[src/hdl/tmsm_pkg.sv]
`timescale 1ns / 1ps
// ----------------------------------------------------------------------------
// Time message stability monitor package
// Shared item types, register codes and reset constants.
// ----------------------------------------------------------------------------
package tmsm_pkg;

    // Item kinds. The fourth code carries no meaning and changes no state.
    typedef enum logic [1:0] {
        KIND_MSG  = 2'd0,
        KIND_POLL = 2'd1,
        KIND_INIT = 2'd2
    } tmsm_kind_t;

    // Configuration register indexes.
    localparam int unsigned CFG_INDEX_W = 2;
    localparam int unsigned CFG_DATA_W  = 32;
    localparam logic [CFG_INDEX_W-1:0] CFG_EXPIRY_MS         = 2'd0;
    localparam logic [CFG_INDEX_W-1:0] CFG_NEEDED_WHEN_SET   = 2'd1;
    localparam logic [CFG_INDEX_W-1:0] CFG_NEEDED_WHEN_UNSET = 2'd2;

    // Register reset values.
    localparam logic [31:0] EXPIRY_MS_RST         = 32'd10000;
    localparam logic [15:0] NEEDED_WHEN_SET_RST   = 16'd1200;
    localparam logic [15:0] NEEDED_WHEN_UNSET_RST = 16'd60;

    // Timeout base at reset sits one full timeout behind zero, so the
    // timeout has already run out.
    localparam logic [31:0] TIMEOUT_BASE_RST = 32'd4294957296;

    localparam logic [15:0] COUNT_MAX = 16'hFFFF;

    typedef struct packed {
        logic [1:0]         kind;
        logic signed [63:0] msg_seconds;
        logic [31:0]        now_ms;
        logic               clock_set;
    } tmsm_in_t;

    typedef struct packed {
        logic               stable;
        logic               stopped;
        logic               jumped;
        logic signed [63:0] last_sec_out;
        logic [31:0]        last_ms_out;
    } tmsm_out_t;

    typedef struct packed {
        logic [31:0] expiry_ms;
        logic [15:0] needed_when_set;
        logic [15:0] needed_when_unset;
    } tmsm_cfg_t;

endpackage

[src/hdl/time_message_stability_monitor.sv]
`timescale 1ns / 1ps
// ----------------------------------------------------------------------------
// Time message stability monitor
// Judges whether a stream of once-per-second time messages is stable.
// ----------------------------------------------------------------------------
// The block takes one beat per clock cycle while in_stall is low and returns
// exactly one result beat for each input beat, in order. An accepted beat
// lands in an input register; the core works out the new tracking state and
// the result from it, which is captured in the result register when the beat
// advances, raising out_valid. The throughput of one beat per cycle while
// nothing stalls is set by this two-register path: the single 64-bit sequence
// compare, the 32-bit elapsed-time subtract and the 16-bit count update all
// fit between the input and result registers. While the result register holds
// a beat that is stalled, the input register may still take one more beat;
// only when both are full and the result is stalled does in_stall rise.
// Configuration writes are always taken (cfg_ready is tied high) and must
// only be issued while the block is idle; writes to indexes beyond the three
// registers are accepted and ignored.
// ----------------------------------------------------------------------------
module time_message_stability_monitor
    import tmsm_pkg::*;
(
    input  logic                   clk,
    input  logic                   rst_n,

    input  logic                   in_valid,
    output logic                   in_stall,
    input  tmsm_in_t               in_data,

    output logic                   out_valid,
    input  logic                   out_stall,
    output tmsm_out_t              out_data,

    input  logic                   cfg_valid,
    output logic                   cfg_ready,
    input  logic [CFG_INDEX_W-1:0] cfg_index,
    input  logic [CFG_DATA_W-1:0]  cfg_data
);

    tmsm_cfg_t  cfg_reg;
    logic       in_valid_reg;
    tmsm_in_t   in_reg;
    logic       out_valid_reg;
    tmsm_out_t  out_reg;
    tmsm_out_t  core_result;

    logic       out_free;
    logic       advance;
    logic       in_take;

    // The result register can take a new beat when it is empty or being drained.
    assign out_free  = !out_valid_reg || !out_stall;
    assign advance   = in_valid_reg && out_free;
    // The input register is free when empty or when its beat moves on now.
    assign in_stall  = in_valid_reg && !out_free;
    assign in_take   = in_valid && !in_stall;

    assign out_valid = out_valid_reg;
    assign out_data  = out_reg;
    assign cfg_ready = 1'b1;

    // Configuration registers.
    always_ff @(posedge clk or negedge rst_n)
    begin
        if (!rst_n) begin
            cfg_reg.expiry_ms         <= EXPIRY_MS_RST;
            cfg_reg.needed_when_set   <= NEEDED_WHEN_SET_RST;
            cfg_reg.needed_when_unset <= NEEDED_WHEN_UNSET_RST;
        end else if (cfg_valid && cfg_ready) begin
            case (cfg_index)
                CFG_EXPIRY_MS:         cfg_reg.expiry_ms         <= cfg_data;
                CFG_NEEDED_WHEN_SET:   cfg_reg.needed_when_set   <= cfg_data[15:0];
                CFG_NEEDED_WHEN_UNSET: cfg_reg.needed_when_unset <= cfg_data[15:0];
                default:               cfg_reg                   <= cfg_reg;
            endcase
        end
    end

    // Input register: control bit is reset, payload is not.
    always_ff @(posedge clk or negedge rst_n)
    begin
        if (!rst_n) begin
            in_valid_reg <= 1'b0;
        end else if (in_take) begin
            in_valid_reg <= 1'b1;
        end else if (advance) begin
            in_valid_reg <= 1'b0;
        end
    end

    always_ff @(posedge clk)
    begin
        if (in_take) begin
            in_reg <= in_data;
        end
    end

    // The core steps its state exactly when a beat moves into the result register.
    tmsm_core u_core (
        .clk     (clk),
        .rst_n   (rst_n),
        .step_en (advance),
        .item    (in_reg),
        .cfg     (cfg_reg),
        .result  (core_result)
    );

    always_ff @(posedge clk or negedge rst_n)
    begin
        if (!rst_n) begin
            out_valid_reg <= 1'b0;
        end else if (out_free) begin
            out_valid_reg <= in_valid_reg;
        end
    end

    always_ff @(posedge clk)
    begin
        if (advance) begin
            out_reg <= core_result;
        end
    end

    // A beat waiting in the input register is never dropped while stalled.
    a_in_held: assert property (@(posedge clk) disable iff (!rst_n)
        in_valid_reg && !out_free |=> in_valid_reg && $stable(in_reg))
        else $error("pending input beat lost");

    // Every beat that leaves the input register shows up as a result next cycle.
    a_advance_result: assert property (@(posedge clk) disable iff (!rst_n)
        advance |=> out_valid_reg)
        else $error("advanced beat produced no result");

    // The input side is only stalled when both registers are full.
    a_stall_full: assert property (@(posedge clk) disable iff (!rst_n)
        in_stall |-> in_valid_reg && out_valid_reg)
        else $error("input stalled with room to spare");

endmodule

[src/hdl/tmsm_core.sv]
`timescale 1ns / 1ps
// ----------------------------------------------------------------------------
// Time message stability monitor core
// Holds the tracking state and computes each item's result combinationally.
// ----------------------------------------------------------------------------
module tmsm_core
    import tmsm_pkg::*;
(
    input  logic      clk,
    input  logic      rst_n,
    input  logic      step_en,
    input  tmsm_in_t  item,
    input  tmsm_cfg_t cfg,
    output tmsm_out_t result
);

    logic signed [63:0] last_sec_reg, last_sec_next;
    logic [31:0]        last_ms_reg, last_ms_next;
    logic               have_last_reg, have_last_next;
    logic [15:0]        count_reg, count_next;
    logic [31:0]        base_reg, base_next;
    logic               stopped_reg, stopped_next;

    logic               jumped;
    logic [15:0]        need;
    logic [31:0]        elapsed;
    logic               seq_ok;

    assign need    = item.clock_set ? cfg.needed_when_set : cfg.needed_when_unset;
    assign elapsed = item.now_ms - base_reg;
    assign seq_ok  = (item.msg_seconds == (last_sec_reg + 64'sd1));

    always_comb
    begin
        last_sec_next  = last_sec_reg;
        last_ms_next   = last_ms_reg;
        have_last_next = have_last_reg;
        count_next     = count_reg;
        base_next      = base_reg;
        stopped_next   = stopped_reg;
        jumped         = 1'b0;
        case (item.kind)
            KIND_MSG:
            begin
                stopped_next   = 1'b0;
                base_next      = item.now_ms;
                last_sec_next  = item.msg_seconds;
                last_ms_next   = item.now_ms;
                have_last_next = 1'b1;
                if (have_last_reg) begin
                    if (!seq_ok) begin
                        jumped     = 1'b1;
                        count_next = '0;
                    end else if ((count_reg != need) && (count_reg != COUNT_MAX)) begin
                        count_next = count_reg + 16'd1;
                    end
                end
            end
            KIND_POLL:
            begin
                if (elapsed >= cfg.expiry_ms) begin
                    stopped_next = 1'b1;
                    count_next   = '0;
                end
            end
            KIND_INIT:
            begin
                count_next = '0;
            end
            default:
            begin
                count_next = count_reg;
            end
        endcase
    end

    always_comb
    begin
        result.stable       = (count_next == need);
        result.stopped      = stopped_next;
        result.jumped       = jumped;
        result.last_sec_out = last_sec_next;
        result.last_ms_out  = last_ms_next;
    end

    always_ff @(posedge clk or negedge rst_n)
    begin
        if (!rst_n) begin
            last_sec_reg  <= '0;
            last_ms_reg   <= '0;
            have_last_reg <= 1'b0;
            count_reg     <= '0;
            base_reg      <= TIMEOUT_BASE_RST;
            stopped_reg   <= 1'b1;
        end else if (step_en) begin
            last_sec_reg  <= last_sec_next;
            last_ms_reg   <= last_ms_next;
            have_last_reg <= have_last_next;
            count_reg     <= count_next;
            base_reg      <= base_next;
            stopped_reg   <= stopped_next;
        end
    end

    // A message always clears the stopped flag and restarts the timeout.
    a_msg_restarts: assert property (@(posedge clk) disable iff (!rst_n)
        step_en && (item.kind == KIND_MSG)
        |=> !stopped_reg && (base_reg == $past(item.now_ms)))
        else $error("message did not restart the timeout");

    // A jump drops confidence to zero.
    a_jump_clears: assert property (@(posedge clk) disable iff (!rst_n)
        step_en && jumped |=> (count_reg == 16'd0))
        else $error("confidence survived a jump");

    // An in-sequence message never lowers confidence.
    a_seq_no_drop: assert property (@(posedge clk) disable iff (!rst_n)
        step_en && (item.kind == KIND_MSG) && !jumped
        |=> (count_reg >= $past(count_reg)))
        else $error("confidence dropped on an in-sequence message");

    // Stopped can only rise on a poll.
    a_stop_on_poll: assert property (@(posedge clk) disable iff (!rst_n)
        $rose(stopped_reg) |-> $past(step_en) && ($past(item.kind) == KIND_POLL))
        else $error("stopped flag rose without a poll");

endmodule
[config.mk]
export PLATFORM = sky130hd
export DESIGN_NAME = time_message_stability_monitor
export DESIGN_NICKNAME = d
export VERILOG_FILES = /design/src/hdl/tmsm_pkg.sv /design/src/hdl/time_message_stability_monitor.sv /design/src/hdl/tmsm_core.sv
export SDC_FILE = /design/constraint.sdc
export NUM_CORES = 1
export LEC_CHECK = 0
export BUFFER_PORTS_ARGS = -buffer_cell sky130_fd_sc_hd__buf_2
export CAP_MARGIN = 30
export CORE_MARGIN = 10
export CORE_UTILIZATION = 51
export CTS_CLUSTER_DIAMETER = 150
export DETAILED_ROUTE_END_ITERATION = 8
export HOLD_SLACK_MARGIN = 0.05
export PLACE_DENSITY = 0.71
export SLEW_MARGIN = 40
export SYNTH_ARGS = -nofsm -noshare
export SYNTH_HDL_FRONTEND = slang
export SYNTH_SLANG_ARGS = --single-unit
[constraint.sdc]
create_clock -name clk -period 5.7 [get_ports clk]
set_clock_uncertainty 0.2 [all_clocks]
set_input_delay 0 -clock clk [delete_from_list [all_inputs] [get_ports clk]]
set_output_delay 0 -clock clk [all_outputs]
set_load 0.01 [all_outputs]
==> impl_metrics.py <==
metrics = {
    "yosys": {
        "synth_top_area_cell": "edfxtp_1",
        "syn_nets": 2360,
        "yosys_warnings": 0,
        "synth_seq_cells": 410,
        "ys_types": 75,
        "syn_area_um2": 21100,
        "async_reset_ff_frac": 0.517,
        "synth.top_cell.area_share": 0.282,
        "ys.flop_type": "edfxtp_1",
        "ys_top_cells_by_area": "edfxtp_1 28%, dfrtp_1 21%, nand2_1 11%",
        "syn-instance-count": 2156,
        "syn_area_per_cell_um2": 9.77,
        "synth_edf_count": 198,
        "yosysSeqAreaShare": 0.536,
    },
    "timing": {
        "relSlewSlack": 0.453,
        "layout_setup_ws_ns": -0.309,
        "rsz0062_at_grt": "yes",
        "finalSetupViolations": 1,
        "period_needed_ns": 6.01,
        "max_freq_mhz": 166,
        "hold_viol_final": 0,
        "drv_slew": 0,
        "post-route-period-util": 1.05,
        "worst_pin_slew_ns": 0.814,
    },
    "route": {
        "dr_wl_met2_mm": 33.5,
        "dr.max_layer_used": "met4",
        "vias": 18622,
        "ant_nets": 0,
        "first_pass_iters": 6,
        "routed_wl_mm": 68.4,
        "initialDrtViolationCount": 1589,
        "wl_met1_mm": 28.2,
        "wl_per_cell_um": 20.7,
        "drc_errors": 0,
        "wl_met3_mm": 4.90,
        "vias_per_cell": 5.62,
    },
    "power": {
        "switching_share": 0.323,
        "total_power_mw": 9.96,
        "clkPwrFrac": 0.309,
        "p_leak_nw": 12.3,
        "combPwrFrac": 0.286,
        "p_switching_mw": 3.22,
        "seqPwrFrac": 0.404,
        "p_int_mw": 6.75,
        "peakVddDrop_uv": 327,
        "p_per_area_nw_per_um2": 352,
    },
    "clocking": {
        "root_buffer": "clkbuf_16",
        "ctsHtreeMaxLevel": 2,
        "clk_latency_ns": 0.60,
        "cts_buffer_depth": 3,
        "tritoncts": "done",
        "cts_inserted_buffers": 46,
        "clkTransAtPathRegs_ns": 0.06,
        "cts_num_sinks": 410,
    },
    "global_route": {
        "first_global_vias": 18818,
        "antenna_found_initial": 7,
        "grt-ovfl-total": 0,
        "grt_max_degree": 123,
        "grt_pass1_wl_mm": 107,
        "gr-usage-all-layers": 0.266,
    },
    "final_layout": {
        "nNetsFinal": 2938,
        "seq_area_um2": 11300,
        "drive_gt1_frac": 0.201,
        "design_area_um2": 28300,
        "area_growth_pct": 34.3,
        "fill_cells": 2911,
        "multi_input_area_um2": 9240,
    },
    "outcome": {
        "status": "finished, violations left",
        "violations": "setup timing",
    },
    "floorplan": {
        "die-area_um2": 49800,
        "io_pins": 240,
        "core_area_um2": 40800,
        "start_util": 0.516,
        "fp.dieH_um": 223,
        "die_w_um": 223,
        "row_count": 74,
    },
    "critical_path": {
        "arrival_ns": 6.25,
        "end_kind": "register",
        "critPathLaunchType": "register",
        "max_stage_delay_ns": 0.51,
        "crit_fanout": 6,
        "cp_num_buf_inv": 5,
        "cp_common_cell": "buf_4",
        "crit_family": "compound AO/OA/AOI/OAI gates",
        "critical_path_required_ns": 5.94,
        "path_class": "reg2reg",
        "cpMaxStageDelayCell": "dfstp_2",
    },
    "placement": {
        "port_buffers": 238,
        "dp_hpwl_mm": 43.0,
        "place_area_um2": 23200,
        "gp_congestion": 0.971,
    },
    "hold_path": {
        "hold_class": "in2reg",
    },
    "flow_run": {
        "max-cap-violations": 0,
    },
}
[area by class of cell]
type,count,share of cell area
clock inverter,23,0.00836
clock buffer,63,0.0469
multi-input combinational,1543,0.327
tap,532,0.0235
sequential,410,0.399
antenna,7,0.000619
inverter,85,0.0114
timing repair buffer,648,0.183
[power groups by stage]
stage / clock, mW / combinational, mW / sequential (mW)
after CTS: 3.10 / 2.72 / 4.01
after global routing: 3.23 / 3.15 / 4.08
after floorplan: 0 / 1.68 / 3.96
after detailed placement: 0 / 2.46 / 4.06
after global placement: 0 / 2.40 / 4.04
final: 3.08 / 2.85 / 4.03
[cells in the mapped netlist (all sizes together) (18+ instances only)]
| library cell | number |
|---|---|
| inv | 85 |
| xnor2 | 103 |
| edfxtp | 198 |
| o21ai | 138 |
| mux2i | 26 |
| dfrtp | 174 |
| xor2 | 38 |
| nand4 | 46 |
| a21o | 21 |
| nand3 | 48 |
| ha | 65 |
| and3 | 18 |
| nor3 | 37 |
| dfstp | 38 |
| clkbuf | 101 |
| mux2 | 40 |
| nand2 | 640 |
| nor4 | 28 |
| nor2 | 51 |
| a21oi | 66 |
[worst min-delay path, delay by kind of cell]
family	cells	cell delay (ns)
AO/OA/AOI/OAI	1	0.07
buffers and inverters	2	0.70
AND/OR/NAND/NOR	1	0.08
[cells in the final DEF (no fill, tap or decap), drive strengths merged, types with 38 or more instances in the layout]
cell type / Yosys / final
dfrtp: 174 / 174
inv: 85 / 89
xnor2: 103 / 103
mux2: 40 / 40
ha: 65 / 65
o21ai: 138 / 138
xor2: 38 / 38
a21oi: 66 / 66
dfstp: 38 / 38
nand2: 640 / 640
nand4: 46 / 46
clkbuf: 101 / 65
nor2: 51 / 51
dlygate4sd3: 0 / 317
edfxtp: 198 / 198
buf: 17 / 329
nand3: 48 / 48
[what timing repair did]
| item | 4_1_cts | 5_1_grt |
|---|---|---|
| setup endpoints to repair | 8 | 17 |
| gates resized for setup | 15 | 42 |
| pin swaps | 19 | 13 |
| endpoints found under the hold margin | 409 | 0 |
| cloned | 0 | 1 |
| hold buffers | 318 | 0 |
| buffers inserted | 5 | 7 |
[logic make-up (layout without fill, tap and decap cells)]
kind of cell | count (synthesis) | in the layout | share of synthesized area
fa+ha+maj | 66 | 66 | 0.0395
buf+inv | 203 | 819 | 0.0372
other cells | 1 | 8 | 0.000178
compound gates | 311 | 311 | 0.0898
xor+xnor | 141 | 141 | 0.0586
flops | 410 | 410 | 0.536
simple gates | 958 | 958 | 0.205
mux | 66 | 66 | 0.0337
[per-stage QoR]
| step | setup TNS (ns) | utilization | hold WS (ns) | worst slack [ns] | std cells |
|---|---|---|---|---|---|
| global placement | -0.422 | 0.567 | -0.0859 | -0.422 | 2883 |
| floorplan | -0.0132 | - | -0.496 | -0.0132 | 2156 |
| detailed placement | -0.555 | 0.567 | -0.0740 | -0.555 | 2883 |
| finish | -0.309 | 0.693 | 0.0959 | -0.309 | 3311 |
| CTS | -0.339 | 0.686 | 0.0532 | -0.339 | 3292 |
| global route | -3.05 | 0.693 | 0.101 | -0.632 | 3310 |
[metal layers]
metal,vias to the layer above,GRT usage
met3,121,0.0468
met5,-,0
li1,8616,-
met4,0,0.0837
met1,9131,0.345
met2,754,0.444
[final timing paths]
check / slack [ns] / from / endpoint / depth (start not counted)
min: 0.1 / cfg_data[15] / cfg_reg[47] / 4
max in group asynchronous: 4.11 / rst_n / u_core.last_sec_reg[51] / 4
max reg2reg: -0.31 / u_core.base_reg[4] / out_data[98] / 31
max: -0.31 / u_core.base_reg[4] / out_data[98] / 31
min reg2reg: 0.27 / u_core.last_ms_reg[0] / u_core.last_ms_reg[0] / 2
min in group asynchronous: 0.40 / rst_n / u_core.base_reg[16] / 3
(Power assumes the default switching activity.)
